==> config.mk <==
export PLATFORM = sky130hd
export DESIGN_NAME = swm_cell
export DESIGN_NICKNAME = d
export VERILOG_FILES = /design/src/swm_pkg.sv /design/src/swm_cell.sv
export SDC_FILE = /design/constraint.sdc
export NUM_CORES = 1
export LEC_CHECK = 0
export BUFFER_PORTS_ARGS = -buffer_cell sky130_fd_sc_hd__buf_2
export CAP_MARGIN = 10
export CORE_AREA = 3 3 143 145
export CTS_CLUSTER_DIAMETER = 100
export DETAILED_ROUTE_END_ITERATION = 8
export DIE_AREA = 0 0 146 148
export GPL_ROUTABILITY_DRIVEN = 0
export GPL_TIMING_DRIVEN = 1
export MAX_ROUTING_LAYER = met4
export SETUP_SLACK_MARGIN = 0.4
export SYNTH_ARGS = -nofsm -noshare
export SYNTH_HDL_FRONTEND = slang
export SYNTH_SLANG_ARGS = --single-unit
==> constraint.sdc <==
create_clock -name clk -period 10.63 [get_ports clk]
set_input_delay 2.126 -clock clk [delete_from_list [all_inputs] [get_ports clk]]
set_output_delay 2.126 -clock clk [all_outputs]
set_load 0.005 [all_outputs]
==> src/swm_pkg.sv <==
package swm_pkg;

    localparam int WINDOW_MAX   = 32;
    localparam int SAMPLE_WIDTH = 32;

    // window_size register as listed in the register map
    localparam int WSIZE_W = 6;
    localparam int CNT_W   = $clog2(WINDOW_MAX + 1);
    localparam int IDX_W   = (WINDOW_MAX > 1) ? $clog2(WINDOW_MAX) : 1;

    localparam int ADDR_W  = 3;
    localparam int DATA_W  = 32;

    // register indexes
    localparam logic [ADDR_W-3:0] REG_WINDOW_SIZE = '0;

    localparam logic [WSIZE_W-1:0] WSIZE_RESET = WSIZE_W'(32);

    typedef logic signed [SAMPLE_WIDTH-1:0] sample_t;

    // values every cell sees in the same cycle
    typedef struct packed {
        sample_t x;     // incoming sample
        sample_t old;   // sample leaving the window
        logic    full;  // window full: one entry is evicted
        logic    load;  // a sample is taken this cycle
    } swm_bcast_t;

    // what a cell shows its neighbours
    typedef struct packed {
        sample_t val;   // sorted entry
        sample_t arr;   // arrival-order tap
        sample_t nxt;   // sorted entry after this update
        logic    lt;    // valid and below the new sample
        logic    rm;    // evicted entry sits at or below this cell
        logic    c;     // entry left here after eviction is below the new sample
    } swm_link_t;

    // effective window length: zero acts as one, clamped to WINDOW_MAX
    function automatic logic [CNT_W-1:0] swm_eff_size(input logic [WSIZE_W-1:0] ws);
        logic [CNT_W-1:0] r;
        if (ws == '0)
            r = CNT_W'(1);
        else if (int'(ws) > WINDOW_MAX)
            r = CNT_W'(WINDOW_MAX);
        else
            r = CNT_W'(ws);
        return r;
    endfunction

endpackage

==> src/swm_cell.sv <==
module swm_cell
    import swm_pkg::*;
(
    input  logic       clk,
    input  logic       valid,
    input  swm_bcast_t bc,
    input  swm_link_t  left,
    input  swm_link_t  right,
    output swm_link_t  link
);

    sample_t val_reg, val_next;
    sample_t arr_reg;
    logic    lt, rm, c;
    sample_t r_here, r_left;

    always_comb
    begin
        lt = valid && (val_reg < bc.x);
        rm = bc.full ? (!valid || (val_reg >= bc.old)) : !valid;
        c  = rm ? right.lt : lt;
        // window with the evicted entry taken out, at this place and the one below
        r_here = rm ? right.val : val_reg;
        r_left = left.rm ? val_reg : left.val;
        if (c)
            val_next = r_here;
        else if (left.c)
            val_next = bc.x;
        else
            val_next = r_left;
    end

    always_ff @(posedge clk)
    begin
        if (bc.load)
        begin
            val_reg <= val_next;
            arr_reg <= left.arr;
        end
    end

    always_comb
    begin
        link.val = val_reg;
        link.arr = arr_reg;
        link.nxt = val_next;
        link.lt  = lt;
        link.rm  = rm;
        link.c   = c;
    end

endmodule

==> flow_metrics.py <==
metrics = {
    "clock_tree": {
        "cts_made_buffers": 9,
        "cts_setup_buffers": 0,
        "htree_levels": 3,
        "cts_max_path_buffers": 2,
        "numClockSinks": 64,
        "cts_tree": "built",
        "cts-root-buf": "clkbuf_16",
        "clk_latency_ps": 340,
        "cts_resized": 0,
        "hold_buffers": 0,
        "path_clk_slew_ps": 60,
    },
    "yosys": {
        "ys_warn_count": 0,
        "ys_async_sr_fraction_pct": 0,
        "yosysMostFrequentCell": "nand2_1",
        "syn_inst": 667,
        "synth.avg_cell_area_um2": 9.02,
        "netlist_area_um2": 6020,
        "yosys.area.top_type": "edfxtp_1",
        "synthDistinctLibCells": 43,
        "ys_top_cells_by_area": "edfxtp_1 (32%), mux2i_1 (16%), ha_1 (13%), nand2_1 (6.7%), o21ai_0 (6.1%)",
        "syn_nets": 996,
        "seq_area_frac_synth_pct": 31.9,
        "synth-seq-cells": 64,
        "synth_top_cells_by_count": "nand2_1 (107), mux2i_1 (96), o21ai_0 (73)",
        "synth.top_cell.area_share_pct": 31.9,
        "synth-edff-count": 64,
        "synthFlopType": "edfxtp_1",
    },
    "sta": {
        "rsz0062_at_grt": "false",
        "tightest_slew_ps": 1180,
        "layout_min_cycle_time_ps": 7550,
        "fin_ws_ps": 3080,
        "tns_ps": 0,
        "finClkSkew_ps": 8.89,
        "final-max-slew-violation-count": 0,
        "fin_crit_sh_pct": 71.0,
        "setup_viol": 0,
        "hold_slack_ps": 847,
        "slew_headroom_pct": 21.5,
        "max_freq_mhz": 132,
        "hold_viol": 0,
    },
    "route": {
        "drc": 0,
        "drt-total-wl_mm": 22.0,
        "via_per_inst": 5.18,
        "dr.pass1.iters": 4,
        "dr_total_vias": 6066,
        "wl_per_cell_um": 18.8,
        "ant_nets": 0,
        "drt-initial-drc-count": 290,
    },
    "floorplan": {
        "die-area_um2": 21600,
        "die_h_um": 148,
        "core_um2": 19300,
        "die_w_um": 146,
        "start_util_pct": 31.1,
        "num_io_pins": 365,
        "rows": 51,
    },
    "setup_path": {
        "critPathMaxStageDelay_ps": 750,
        "r2r-start": "val_reg[31]$_DFFE_PP_",
        "criticalPathCategory": "primary input to output pin",
        "critPathArrivalTime_ps": 5420,
        "cp_max_fo": 18,
        "cp-start-kind": "primary input",
        "critPathTopFamily": "simple AND/OR/NAND/NOR gates",
        "cpMostUsedCell": "buf_2",
        "r2r_slack_ps": 6770,
        "r2r_end": "val_reg[0]$_DFFE_PP_",
        "cp_slowest_cell": "nor4_1",
        "critPathBufInv": 4,
        "end_kind": "output pin",
        "path_cells": "buf_2 > inv_1 > ha_1 > nand4_1 > nor4_1 > nor3_2 > a21oi_1 > nand2_1 > buf_4 > a311oi_1 > mux2i_1 > buf_2",
        "cp.required_ps": 8500,
        "rr_worst_depth": 9,
    },
    "global_route": {
        "grt_use_total_pct": 20.5,
        "grt_remaining_overflow": 0,
        "grt_max_degree": 65,
        "grt_pass1_vias": 6136,
        "grt_antenna_before_repair": 0,
        "grt_pass1_wl_mm": 33.8,
    },
    "status": {
        "status": "completed",
    },
    "placed_design": {
        "dp_cells": 1156,
        "numPortBuffers": 265,
        "dpl.hpwl_mm": 15.9,
        "pre_cts_slack_ps": 3040,
    },
    "min_path": {
        "worstHoldPathType": "flip-flop to flip-flop",
        "whs_path_depth": 2,
        "hp-start": "val_reg[12]$_DFFE_PP_",
        "whs_endpoint": "val_reg[12]$_DFFE_PP_",
    },
    "pwr": {
        "internal-power_mw": 0.750,
        "seqPwrFrac_pct": 30.6,
        "power_density_nw_per_um2": 161,
        "p_comb_share_pct": 44.4,
        "p_switching_mw": 0.510,
        "swShare_pct": 40.5,
        "ir_drop_v": 0.0000744,
        "power.leakage_nw": 3.84,
        "clockPowerShare_pct": 25.0,
    },
    "cells_and_area": {
        "n_antenna_cell": 0,
        "syn_to_final_growth_pct": 30.1,
        "layoutNonFillerInstCount": 1172,
        "fillers": 2009,
        "seq_area_um2": 1920,
        "multi_input_area_um2": 3650,
        "layout.nets": 1231,
        "final_util_pct": 40.5,
        "layout-drive-gt1-share_pct": 32.6,
    },
    "run": {
        "cap_violations": 0,
    },
}
## final cells by class
type	instances	share of cell area, %
multi-input combinational	490	46.7
inverter	66	3.16
sequential	64	24.5
clock buffer	9	2.88
timing repair buffer	271	17.5
clock inverter	7	0.975
tap	265	4.23
## metal layers
layer	global-route usage (%)	vias to the layer above	wire length, um
li1	-	2953	-
met1	27.3	2828	9890
met2	33.3	264	10600
met3	2.91	21	1290
met4	5.08	0	261
met5	-	-	0
## kinds of logic after synthesis
group	Yosys count	synth area share (%)
buffers and inverters	113	8.15
AO/OA/AOI/OAI	184	20.2
adder cells (fa/ha/maj)	63	13.1
multiplexers	97	16.2
flip-flops	64	31.9
AND/OR/NAND/NOR	146	10.5
## cell usage in the layout, fill, tap and decap left out, drive strengths merged, types with 2 or more instances in the layout
master    synthesis  layout
mux2i            96      96
nand4            15      15
buf              10     271
o21a              2       2
edfxtp           64      64
nand2b            2       2
nor4              3       3
nor2b             3       3
a211oi           36      36
inv              66      69
o21ai            73      73
nor2              6       6
a21o              4       4
a311oi           33      33
and4              3       3
nand3             2       2
clkinvlp          0       2
a2111oi           2       2
clkbuf           37       9
a21oi            20      20
ha               63      63
nand2           107     107
nor3              3       3
a21boi            2       2
## through the flow
step / total power [mW] / cell area (um^2)
after floorplan: 0.717 / 6020
after global placement: 0.940 / 7530
after detailed placement: 0.952 / 7530
after CTS: 1.28 / 7830
after global routing: 1.35 / 7830
final: 1.26 / 7830
## worst max path at each step
stage	start	end	slack [ps]	depth (start not counted)
3_5_place_dp	bc[65]	link[3]	3040	12
3_3_place_gp	bc[65]	link[3]	3110	12
5_1_grt	bc[65]	link[33]	2760	12
2_1_floorplan	bc[7]	link[0]	4040	11
4_1_cts	bc[65]	link[3]	3040	12
6_report	bc[65]	link[3]	3080	12
## tightest hold or removal path, cell delays in order (launching register included)
cell      delay (ps)
edfxtp_1         440
a311oi_1         120
mux2i_1          150
## power groups by stage
stage / Combinational, mW / Clock [mW] / Sequential (mW)
6_report: 0.559 / 0.315 / 0.385
5_1_grt: 0.627 / 0.332 / 0.392
4_1_cts: 0.565 / 0.326 / 0.385
3_5_place_dp: 0.562 / 0 / 0.391
3_3_place_gp: 0.551 / 0 / 0.389
2_1_floorplan: 0.344 / 0 / 0.374
Note: power is estimated with default switching activity, not from simulation.
